<file path="config.mk">
export PLATFORM = sky130hd
export DESIGN_NAME = stereo_subtitle_alpha_blend
export DESIGN_NICKNAME = d
export VERILOG_FILES = /design/src/sv/ssab_pkg.sv /design/src/sv/stereo_subtitle_alpha_blend.sv /design/src/sv/ssab_front.sv /design/src/sv/ssab_queue.sv /design/src/sv/ssab_back.sv
export VERILOG_INCLUDE_DIRS = /design/src /design/src/sv
export SDC_FILE = /design/constraint.sdc
export NUM_CORES = 2
export LEC_CHECK = 0
export ABC_AREA = 1
export BUFFER_PORTS_ARGS = -buffer_cell sky130_fd_sc_hd__buf_2
export CORE_ASPECT_RATIO = 1.5
export CORE_MARGIN = 2
export CORE_UTILIZATION = 26
export CTS_CLUSTER_DIAMETER = 200
export CTS_CLUSTER_SIZE = 10
export DETAILED_ROUTE_END_ITERATION = 8
export GPL_TIMING_DRIVEN = 0
export SYNTH_ARGS = -nofsm -noshare
export SYNTH_HDL_FRONTEND = slang
export SYNTH_HIERARCHICAL = 1
export SYNTH_SLANG_ARGS = --single-unit
</file>
<file path="constraint.sdc">
create_clock -name clk -period 37.2 [get_ports clk]
set_input_delay 7.44 -clock clk [delete_from_list [all_inputs] [get_ports clk]]
set_output_delay 7.44 -clock clk [all_outputs]
set_load 0.005 [all_outputs]
</file>
<file path="src/sv/stereo_subtitle_alpha_blend_defines.svh">
// assertion helpers shared by the blend modules
// both sample on clk and are quiet while rst is high
`ifndef STEREO_SUBTITLE_ALPHA_BLEND_DEFINES_SVH
`define STEREO_SUBTITLE_ALPHA_BLEND_DEFINES_SVH

// condition must hold in the same cycle as the trigger
`define SSAB_ASSERT_NOW(label, trig, cond) \
  label: assert property (@(posedge clk) disable iff (rst) (trig) |-> (cond)) \
    else $error("ssab assertion failed");

// condition must hold in the cycle after the trigger
`define SSAB_ASSERT_NEXT(label, trig, cond) \
  label: assert property (@(posedge clk) disable iff (rst) (trig) |=> (cond)) \
    else $error("ssab assertion failed");

`endif

</file>
<file path="src/sv/ssab_pkg.sv">
package ssab_pkg;

  localparam int CFG_INDEX_W = 3;
  localparam int CFG_DATA_W  = 12;

  // register indexes
  localparam logic [CFG_INDEX_W-1:0] REG_DEPTH_OFFSET    = 3'd0;
  localparam logic [CFG_INDEX_W-1:0] REG_FALLBACK_OFFSET = 3'd1;
  localparam logic [CFG_INDEX_W-1:0] REG_EYE_WIDTH       = 3'd2;
  localparam logic [CFG_INDEX_W-1:0] REG_EYE_HEIGHT      = 3'd3;
  localparam logic [CFG_INDEX_W-1:0] REG_CHROMA_HSHIFT   = 3'd4;
  localparam logic [CFG_INDEX_W-1:0] REG_CHROMA_VSHIFT   = 3'd5;

  // register reset values
  localparam logic [11:0] EYE_WIDTH_RESET  = 12'd1920;
  localparam logic [11:0] EYE_HEIGHT_RESET = 12'd1080;

  // work queue between front and back
  localparam int QUEUE_PTR_W = 2;
  localparam int QUEUE_DEPTH = 2 ** QUEUE_PTR_W;

  // bt.709 limited range coefficients, 8 fractional bits
  localparam logic [15:0] C_Y_R   = 16'd47;
  localparam logic [15:0] C_Y_G   = 16'd157;
  localparam logic [15:0] C_Y_B   = 16'd16;
  localparam logic [15:0] C_CB_R  = 16'd26;
  localparam logic [15:0] C_CB_G  = 16'd87;
  localparam logic [15:0] C_CB_B  = 16'd112;
  localparam logic [15:0] C_CR_R  = 16'd112;
  localparam logic [15:0] C_CR_G  = 16'd102;
  localparam logic [15:0] C_CR_B  = 16'd10;
  localparam logic [15:0] ROUND_HALF  = 16'd128;
  localparam logic [15:0] CHROMA_BIAS = 16'd32896;  // rounding plus 128 << 8
  localparam logic [7:0]  Y_OFFSET    = 8'd16;
  localparam logic [7:0]  ALPHA_FULL  = 8'd255;
  localparam logic [15:0] BLEND_ROUND = 16'd127;

  typedef struct packed {
    logic [7:0]  red;
    logic [7:0]  green;
    logic [7:0]  blue;
    logic [7:0]  alpha;
    logic [10:0] column;
    logic [10:0] row;
    logic        right_eye;
    logic [7:0]  luma_in;
    logic [7:0]  cb_in;
    logic [7:0]  cr_in;
  } pixel_t;

  typedef struct packed {
    logic        luma_write;
    logic [11:0] luma_column;
    logic [10:0] luma_row;
    logic [7:0]  luma_out;
    logic        chroma_write;
    logic [11:0] chroma_column;
    logic [10:0] chroma_row;
    logic [7:0]  cb_out;
    logic [7:0]  cr_out;
  } blend_t;

  // destination of one classified pixel
  typedef struct packed {
    logic        luma_write;
    logic [11:0] luma_column;
    logic [10:0] luma_row;
    logic        chroma_write;
    logic [11:0] chroma_column;
    logic [10:0] chroma_row;
  } dest_t;

  // one queue entry
  typedef struct packed {
    logic [7:0] red;
    logic [7:0] green;
    logic [7:0] blue;
    logic [7:0] alpha;
    logic [7:0] luma_in;
    logic [7:0] cb_in;
    logic [7:0] cr_in;
    dest_t      dest;
  } work_t;

  typedef struct packed {
    logic full;
    logic empty;
  } queue_status_t;

endpackage

</file>
<file path="src/sv/stereo_subtitle_alpha_blend.sv">
// stereo subtitle alpha blend
// pixel channel: one rgba subtitle pixel with its column, row, eye select and
// the destination luma/cb/cr samples; a transfer happens on a clock edge with
// pixel_valid high and pixel_stall low
// blend channel: one result per pixel, write enables and addresses for the
// luma and chroma planes plus blended samples; skipped pixels come out with
// every field zero, same order as the pixels went in
// config port: cfg_write with cfg_index and cfg_data, written while idle
// path: a transferred pixel goes through the queue, color convert, blend
// multiply and divide by 255 before it shows on the blend channel
// throughput: one pixel per cycle, set by the four deep back pipeline that
// moves every cycle unless the blend channel is stalled
// stall: a stall on the blend channel while blend_valid is high freezes the
// back pipeline; the work queue keeps taking pixels until its four entries
// are full, then pixel_stall rises
// reset: rst is synchronous, empties the queue and pipeline and loads the
// register reset values (eye 1920x1080, 4:2:0 chroma, no offsets)
module stereo_subtitle_alpha_blend
  import ssab_pkg::*;
#(
  parameter int MAX_EYE_WIDTH = 2048,
  parameter int MAX_HEIGHT    = 2048
) (
  input  logic                   clk,
  input  logic                   rst,
  // config writes
  input  logic                   cfg_write,
  input  logic [CFG_INDEX_W-1:0] cfg_index,
  input  logic [CFG_DATA_W-1:0]  cfg_data,
  // pixel channel
  input  logic                   pixel_valid,
  output logic                   pixel_stall,
  input  pixel_t                 pixel,
  // blend channel
  output logic                   blend_valid,
  input  logic                   blend_stall,
  output blend_t                 blend
);

  work_t         work;
  work_t         head;
  queue_status_t status;
  logic          push;
  logic          pop;

  // front: register file, eye shift and clip, chroma siting
  ssab_front #(
    .MAX_EYE_WIDTH (MAX_EYE_WIDTH),
    .MAX_HEIGHT    (MAX_HEIGHT)
  ) u_front (
    .clk       (clk),
    .rst       (rst),
    .cfg_write (cfg_write),
    .cfg_index (cfg_index),
    .cfg_data  (cfg_data),
    .pixel     (pixel),
    .work      (work)
  );

  // stall depends only on queue fill, never on blend_stall directly
  assign pixel_stall = status.full;
  assign push        = pixel_valid && !status.full;

  // short queue decouples the classify side from the blend side
  ssab_queue u_queue (
    .clk       (clk),
    .rst       (rst),
    .push      (push),
    .push_item (work),
    .pop       (pop),
    .head      (head),
    .status    (status)
  );

  // back: color convert, blend, divide, output register
  ssab_back u_back (
    .clk         (clk),
    .rst         (rst),
    .head        (head),
    .status      (status),
    .pop         (pop),
    .blend_valid (blend_valid),
    .blend_stall (blend_stall),
    .blend       (blend)
  );

endmodule

</file>
<file path="src/sv/ssab_front.sv">
module ssab_front
  import ssab_pkg::*;
#(
  parameter int MAX_EYE_WIDTH = 2048,
  parameter int MAX_HEIGHT    = 2048
) (
  input  logic                   clk,
  input  logic                   rst,
  input  logic                   cfg_write,
  input  logic [CFG_INDEX_W-1:0] cfg_index,
  input  logic [CFG_DATA_W-1:0]  cfg_data,
  input  pixel_t                 pixel,
  output work_t                  work
);

  localparam logic [11:0] EW_CAP = (MAX_EYE_WIDTH > 4095) ? 12'hFFF : 12'(MAX_EYE_WIDTH);
  localparam logic [11:0] EH_CAP = (MAX_HEIGHT > 4095) ? 12'hFFF : 12'(MAX_HEIGHT);

  logic [8:0]  depth_offset;
  logic [7:0]  backup_offset;
  logic [11:0] eye_cols;
  logic [11:0] eye_rows;
  logic        chroma_hshift;
  logic        chroma_vshift;

  always_ff @(posedge clk) begin
    if (rst) begin
      depth_offset    <= '0;
      backup_offset   <= '0;
      eye_cols        <= EYE_WIDTH_RESET;
      eye_rows        <= EYE_HEIGHT_RESET;
      chroma_hshift   <= 1'b1;
      chroma_vshift   <= 1'b1;
    end else if (cfg_write) begin
      case (cfg_index)
        REG_DEPTH_OFFSET:    depth_offset    <= cfg_data[8:0];
        REG_FALLBACK_OFFSET: backup_offset   <= cfg_data[7:0];
        REG_EYE_WIDTH:       eye_cols        <= cfg_data[11:0];
        REG_EYE_HEIGHT:      eye_rows        <= cfg_data[11:0];
        REG_CHROMA_HSHIFT:   chroma_hshift   <= cfg_data[0];
        REG_CHROMA_VSHIFT:   chroma_vshift   <= cfg_data[0];
        default: ;
      endcase
    end
  end

  logic [11:0] ew;
  logic [11:0] eh;
  logic [8:0]  shift;
  logic [12:0] dx;     // two's complement, bit 12 is the sign
  logic [12:0] dcol;
  logic        luma_due;
  logic        chroma_due;

  always_comb begin
    ew = (eye_cols > EW_CAP) ? EW_CAP : eye_cols;
    eh = (eye_rows > EH_CAP) ? EH_CAP : eye_rows;

    if (!pixel.right_eye) begin
      shift = '0;
    end else if (depth_offset != '0) begin
      shift = depth_offset;
    end else begin
      shift = {backup_offset[7], backup_offset};
    end

    dx   = {2'b00, pixel.column} + {{4{shift[8]}}, shift};
    dcol = (pixel.right_eye ? {1'b0, ew} : 13'd0) + dx;

    luma_due = (pixel.alpha != '0) && ({1'b0, pixel.row} < eh) && !dx[12]
               && (dx[11:0] < ew);
    chroma_due = luma_due && (!chroma_vshift || !pixel.row[0])
                 && (!chroma_hshift || !dx[0]);

    work.red     = pixel.red;
    work.green   = pixel.green;
    work.blue    = pixel.blue;
    work.alpha   = pixel.alpha;
    work.luma_in = pixel.luma_in;
    work.cb_in   = pixel.cb_in;
    work.cr_in   = pixel.cr_in;

    work.dest.luma_write   = luma_due;
    work.dest.luma_column  = luma_due ? dcol[11:0] : '0;
    work.dest.luma_row     = luma_due ? pixel.row : '0;
    work.dest.chroma_write = chroma_due;
    if (chroma_due) begin
      work.dest.chroma_column = chroma_hshift ? dcol[12:1] : dcol[11:0];
      work.dest.chroma_row    = chroma_vshift ? {1'b0, pixel.row[10:1]} : pixel.row;
    end else begin
      work.dest.chroma_column = '0;
      work.dest.chroma_row    = '0;
    end
  end

endmodule

</file>
<file path="src/sv/ssab_queue.sv">
`include "stereo_subtitle_alpha_blend_defines.svh"

module ssab_queue
  import ssab_pkg::*;
(
  input  logic          clk,
  input  logic          rst,
  input  logic          push,
  input  work_t         push_item,
  input  logic          pop,
  output work_t         head,
  output queue_status_t status
);

  work_t                  mem [QUEUE_DEPTH];
  logic [QUEUE_PTR_W-1:0] wr_ptr;
  logic [QUEUE_PTR_W-1:0] rd_ptr;
  logic [QUEUE_PTR_W:0]   count;

  always_ff @(posedge clk) begin
    if (push) begin
      mem[wr_ptr] <= push_item;
    end
  end

  always_ff @(posedge clk) begin
    if (rst) begin
      wr_ptr <= '0;
      rd_ptr <= '0;
      count  <= '0;
    end else begin
      if (push) begin
        wr_ptr <= wr_ptr + 1'b1;
      end
      if (pop) begin
        rd_ptr <= rd_ptr + 1'b1;
      end
      case ({push, pop})
        2'b10:   count <= count + 1'b1;
        2'b01:   count <= count - 1'b1;
        default: count <= count;
      endcase
    end
  end

  assign head         = mem[rd_ptr];
  assign status.full  = (count == (QUEUE_PTR_W+1)'(QUEUE_DEPTH));
  assign status.empty = (count == '0);

  `SSAB_ASSERT_NOW(a_count_bound, 1'b1, count <= (QUEUE_PTR_W+1)'(QUEUE_DEPTH))
  `SSAB_ASSERT_NOW(a_no_pop_empty, pop, count != '0)
  `SSAB_ASSERT_NEXT(a_push_grows, push && !pop, count == $past(count) + 1'b1)

endmodule

</file>
<file path="src/sv/ssab_back.sv">
`include "stereo_subtitle_alpha_blend_defines.svh"

module ssab_back
  import ssab_pkg::*;
(
  input  logic          clk,
  input  logic          rst,
  input  work_t         head,
  input  queue_status_t status,
  output logic          pop,
  output logic          blend_valid,
  input  logic          blend_stall,
  output blend_t        blend
);

  logic advance;

  // stage a: item taken from the queue
  logic  a_valid;
  work_t a_item;

  // stage b: converted color
  logic  b_valid;
  work_t b_item;
  logic [7:0] b_y, b_cb, b_cr;

  // stage c: weighted sums before the divide
  logic  c_valid;
  dest_t c_dest;
  logic [15:0] c_ny, c_ncb, c_ncr;

  assign advance = !blend_valid || !blend_stall;
  assign pop     = advance && !status.empty;

  logic [15:0] r16, g16, b16;
  logic [15:0] y_sum, cb_sum, cr_sum;

  always_comb begin
    r16    = {8'd0, a_item.red};
    g16    = {8'd0, a_item.green};
    b16    = {8'd0, a_item.blue};
    y_sum  = C_Y_R * r16 + C_Y_G * g16 + C_Y_B * b16 + ROUND_HALF;
    cb_sum = C_CB_B * b16 + CHROMA_BIAS - C_CB_R * r16 - C_CB_G * g16;
    cr_sum = C_CR_R * r16 + CHROMA_BIAS - C_CR_G * g16 - C_CR_B * b16;
  end

  logic [15:0] alpha16, inv16;
  logic [15:0] ny, ncb, ncr;

  always_comb begin
    alpha16 = {8'd0, b_item.alpha};
    inv16   = {8'd0, ALPHA_FULL - b_item.alpha};
    ny  = {8'd0, b_item.luma_in} * inv16 + {8'd0, b_y} * alpha16 + BLEND_ROUND;
    ncb = {8'd0, b_item.cb_in} * inv16 + {8'd0, b_cb} * alpha16 + BLEND_ROUND;
    ncr = {8'd0, b_item.cr_in} * inv16 + {8'd0, b_cr} * alpha16 + BLEND_ROUND;
  end

  // exact divide by 255 for sums below 65280
  function automatic logic [7:0] div255(input logic [15:0] n);
    logic [15:0] t;
    logic [15:0] s;
    t = n + 16'd1;
    s = t + {8'd0, t[15:8]};
    return s[15:8];
  endfunction

  always_ff @(posedge clk) begin
    if (rst) begin
      a_valid     <= 1'b0;
      b_valid     <= 1'b0;
      c_valid     <= 1'b0;
      blend_valid <= 1'b0;
    end else if (advance) begin
      a_valid     <= pop;
      b_valid     <= a_valid;
      c_valid     <= b_valid;
      blend_valid <= c_valid;
    end
  end

  always_ff @(posedge clk) begin
    if (advance) begin
      a_item <= head;
      b_item <= a_item;
      b_y    <= y_sum[15:8] + Y_OFFSET;
      b_cb   <= cb_sum[15:8];
      b_cr   <= cr_sum[15:8];
      c_dest <= b_item.dest;
      c_ny   <= ny;
      c_ncb  <= ncb;
      c_ncr  <= ncr;
      blend.luma_write    <= c_dest.luma_write;
      blend.luma_column   <= c_dest.luma_column;
      blend.luma_row      <= c_dest.luma_row;
      blend.luma_out      <= c_dest.luma_write ? div255(c_ny) : '0;
      blend.chroma_write  <= c_dest.chroma_write;
      blend.chroma_column <= c_dest.chroma_column;
      blend.chroma_row    <= c_dest.chroma_row;
      blend.cb_out        <= c_dest.chroma_write ? div255(c_ncb) : '0;
      blend.cr_out        <= c_dest.chroma_write ? div255(c_ncr) : '0;
    end
  end

  `SSAB_ASSERT_NEXT(a_pop_loads, pop, a_valid)
  `SSAB_ASSERT_NOW(a_chroma_needs_luma, blend_valid && blend.chroma_write, blend.luma_write)
  `SSAB_ASSERT_NOW(a_skip_zero, blend_valid && !blend.luma_write,
                   blend.luma_out == '0 && blend.cb_out == '0 && blend.cr_out == '0)

endmodule
</file>
==> results.py <==
metrics = {
    "setup_path": {
        "crit_buf_inv": 4,
        "end_kind": "flop",
        "start_kind": "primary input",
        "cpMaxStageDelayCell": "nor2_1",
        "crit_required_ns": 37.61,
        "path_max_fanout": 10,
        "worstSetupPathType": "in -> reg",
        "path_cells": "buf_2 > inv_1 > a21oi_1 > ha_1 > a21oi_1 > nand2_1 > a21oi_1 > o21ai_0 > nand2_1 > nand2_1 > a21oi_1 > xor2_1 > inv_1 > ha_1 > a21oi_1 > nor2_1 > a211oi_1 > nand3_1 > a21oi_4 > nand3_4 > buf_6 > nor2_1",
        "worstPathArrival_ns": 11.80,
        "crit_top_cell": "a21oi_1",
        "cp_top_family": "compound AO/OA/AOI/OAI gates",
        "cpPeakStageDelay_ns": 0.53,
    },
    "run": {
        "maxCapViolations": 0,
    },
    "final_layout": {
        "final_cell_mix": "inv_1, edfxtp_1, nand2_1",
        "drive_gt1_frac": 0.08853,
        "area_growth_pct": 12.85,
        "nNetsFinal": 6495,
        "fillers": 22113,
        "mostFrequentLayoutCell": "inv_1",
    },
    "floorplanning": {
        "num_io_pins": 173,
        "rows": 208,
        "fp.dieH_um": 570.8,
        "die_w_um": 381.9,
        "initial_core_util": 0.2609,
        "dieArea_um2": 218000,
        "coreArea_um2": 213400,
    },
    "sta": {
        "hold_viol_final": 0,
        "rsz0062_at_grt": "no",
        "finalCriticalPeriod_ns": 11.39,
        "report.final.slew_viol_count": 0,
        "slew-limit-headroom": 0.4002,
        "timing.fmax_mhz": 87.83,
        "timing.clock.skew_ns": 0.04423,
        "fin_setup_tns_ns": 0,
        "worst_pin_slew_ns": 0.8997,
        "fin_crit_sh": 0.3061,
        "setup_violations": 0,
        "fin_ws_ns": 25.81,
    },
    "synth": {
        "synth_ff_type": "edfxtp_1",
        "synth_edf_count": 792,
        "netlist_instances": 5268,
        "yosys.area.top_type": "edfxtp_1",
        "synth_area_leaders": "edfxtp_1, fa_1, ha_1",
        "syn_nets": 6265,
        "avgSynthCellArea_um2": 10.57,
        "yosysTopAreaCellShare": 0.4271,
        "synth-seq-cells": 848,
        "ys_warn_count": 6,
        "seq_area_frac_synth": 0.4472,
        "synth_area_um2": 55690,
        "yosysUniqueCellTypes": 54,
        "async_flop_share": 0,
    },
    "placement": {
        "place_ws_ns": 25.07,
        "port_buffers": 124,
        "gp_congestion": 0.9005,
        "hpwl_mm": 109.9,
    },
    "global_route": {
        "use_met3": 0.03334,
        "grt_pass1_wl_mm": 220.5,
        "grt_max_degree": 77,
        "grt_pass1_vias": 39255,
        "grt_overflow": 0,
        "use_met2": 0.2368,
        "met1_usage": 0.1428,
        "grt_busiest_layer": "met2",
        "grt_antenna_before_repair": 32,
        "grtUsageTotal": 0.1307,
    },
    "clock_network": {
        "cts.hold.buffers_added": 0,
        "cts_tree": "done",
        "post_cts_resized": 0,
        "cts-root-buf": "clkbuf_16",
        "path_clk_slew_ns": 0.05,
        "cts.sinks": 848,
        "cts_max_path_buffers": 3,
        "cts_setup_buffers": 0,
        "h-tree-depth": 3,
        "cts_made_buffers": 94,
        "clkLatencyLatePin_ns": 0.72,
    },
    "detailed_routing": {
        "remaining_drc_errors": 0,
        "drt_iter0_drc": 2147,
        "vias_per_cell": 4.423,
        "drtPass1Iterations": 5,
        "routed_wl_mm": 142.7,
        "vias": 37053,
        "wl_per_cell_um": 17.03,
        "antenna_left": 0,
    },
    "hold_path": {
        "min_path_type": "reg -> reg",
    },
    "run_status": {
        "status": "finished clean",
    },
}
## state kept, by name (all words and copies together), names as in the netlist, 9 cells and up, named ones only
| register | flops |
|---|---|
| u_back/c_ncb | 16 |
| u_queue/mem | 416 |
| u_back/c_ncr | 16 |
| u_back/blend | 72 |
| u_back/a_item | 104 |
| u_front/depth_offset | 9 |
| u_back/c_dest | 48 |
| u_back/c_ny | 16 |
| u_front/eye_rows | 12 |
| u_back/b_item | 72 |
| u_front/eye_cols | 12 |
## kinds of logic (layout without fill, tap and decap cells)
| group | after synthesis | in the layout | share of synthesized area |
|---|---|---|---|
| AO/OA/AOI/OAI | 644 | 644 | 0.06538 |
| XOR/XNOR | 139 | 139 | 0.02186 |
| adder cells (fa/ha/maj) | 898 | 898 | 0.2612 |
| buffers and inverters | 1146 | 1413 | 0.08520 |
| flip-flops | 848 | 848 | 0.4472 |
| other | 0 | 8 | 0 |
| AND/OR/NAND/NOR | 1593 | 1593 | 0.1191 |
## per-layer routing
| layer | vias to the layer above | wire [µm] |
|---|---|---|
| met2 | 980 | 72630 |
| met4 | 40 | 6435 |
| met1 | 18205 | 53950 |
| li1 | 17499 | - |
| met3 | 329 | 9435 |
| met5 | - | 235 |
## per-stage QoR
| step | instances | cell area, µm² | utilization | hold slack (ns) |
|---|---|---|---|---|
| floorplan | 5268 | 55690 | - | 0.4003 |
| global placement | 8227 | 59850 | 0.2805 | 0.4014 |
| detailed placement | 8237 | 60150 | 0.2819 | 0.4045 |
| CTS | 8370 | 62820 | 0.2944 | 0.3916 |
| global route | 8371 | 62830 | 0.2944 | 0.3926 |
| finish | 8378 | 62840 | 0.2945 | 0.3805 |
## area by class of cell
| class | count | area, µm² | area share |
|---|---|---|---|
| clock inverters | 6 | 166.4 | 0.002648 |
| flip-flops and latches | 848 | 24900 | 0.3963 |
| multi-input cells | 3274 | 26050 | 0.4144 |
| clock buffers | 127 | 2507 | 0.03990 |
| diodes | 8 | 20.02 | 0.0003186 |
| inverters | 937 | 3542 | 0.05637 |
| repair buffers | 134 | 888.4 | 0.01414 |
| plain buffers | 209 | 1222 | 0.01945 |
| well taps | 2835 | 3547 | 0.05644 |
## Yosys cell counts (56+ instances only)
| master | count |
|---|---|
| inv_1 | 921 |
| edfxtp_1 | 792 |
| nand2_1 | 786 |
| nor2_1 | 527 |
| ha_1 | 457 |
| fa_1 | 441 |
| o21ai_0 | 290 |
| a21oi_1 | 163 |
| nand3_1 | 115 |
| xor2_1 | 96 |
| o22ai_1 | 85 |
| clkbuf_1 | 84 |
| nor2_2 | 62 |
| buf_4 | 60 |
| dfxtp_1 | 56 |
## worst paths after layout
| path | cells after the start | to | slack (ns) | from |
|---|---|---|---|---|
| worst max-delay path | 22 | u_queue/mem[3][31]$_DFFE_PP_ | 25.81 | pixel[24] |
| worst min-delay path | 0 | u_back/b_item[59]$_DFFE_PN_ | 0.38 | u_back/a_item[59]$_DFFE_PN_ |
| worst max register to register | 20 | u_back/c_ncr[15]$_DFFE_PN_ | 30.45 | u_back/alpha16[6]$_DFFE_PN_ |
| worst min register to register | 0 | u_back/b_item[59]$_DFFE_PN_ | 0.38 | u_back/a_item[59]$_DFFE_PN_ |
## worst reg2reg max path, cell delays in order (launching register included)
cell and delay [ns]:
edfxtp_1 0.40, clkbuf_1 0.31, inv_1 0.38, clkbuf_1 0.64, nand2_1 0.17, fa_1 0.57
inv_1 0.06, fa_1 0.56, fa_1 0.49, fa_1 0.51, inv_1 0.07, fa_1 0.54
inv_1 0.06, fa_1 0.48, ha_1 0.39, a21oi_1 0.25, o21ai_0 0.14, a211oi_1 0.28
nand2_1 0.09, nand2_1 0.07, nand2_1 0.05
Power is not shown: default switching activity piles up to over one toggle a cycle in this logic, so the estimate is an artifact.
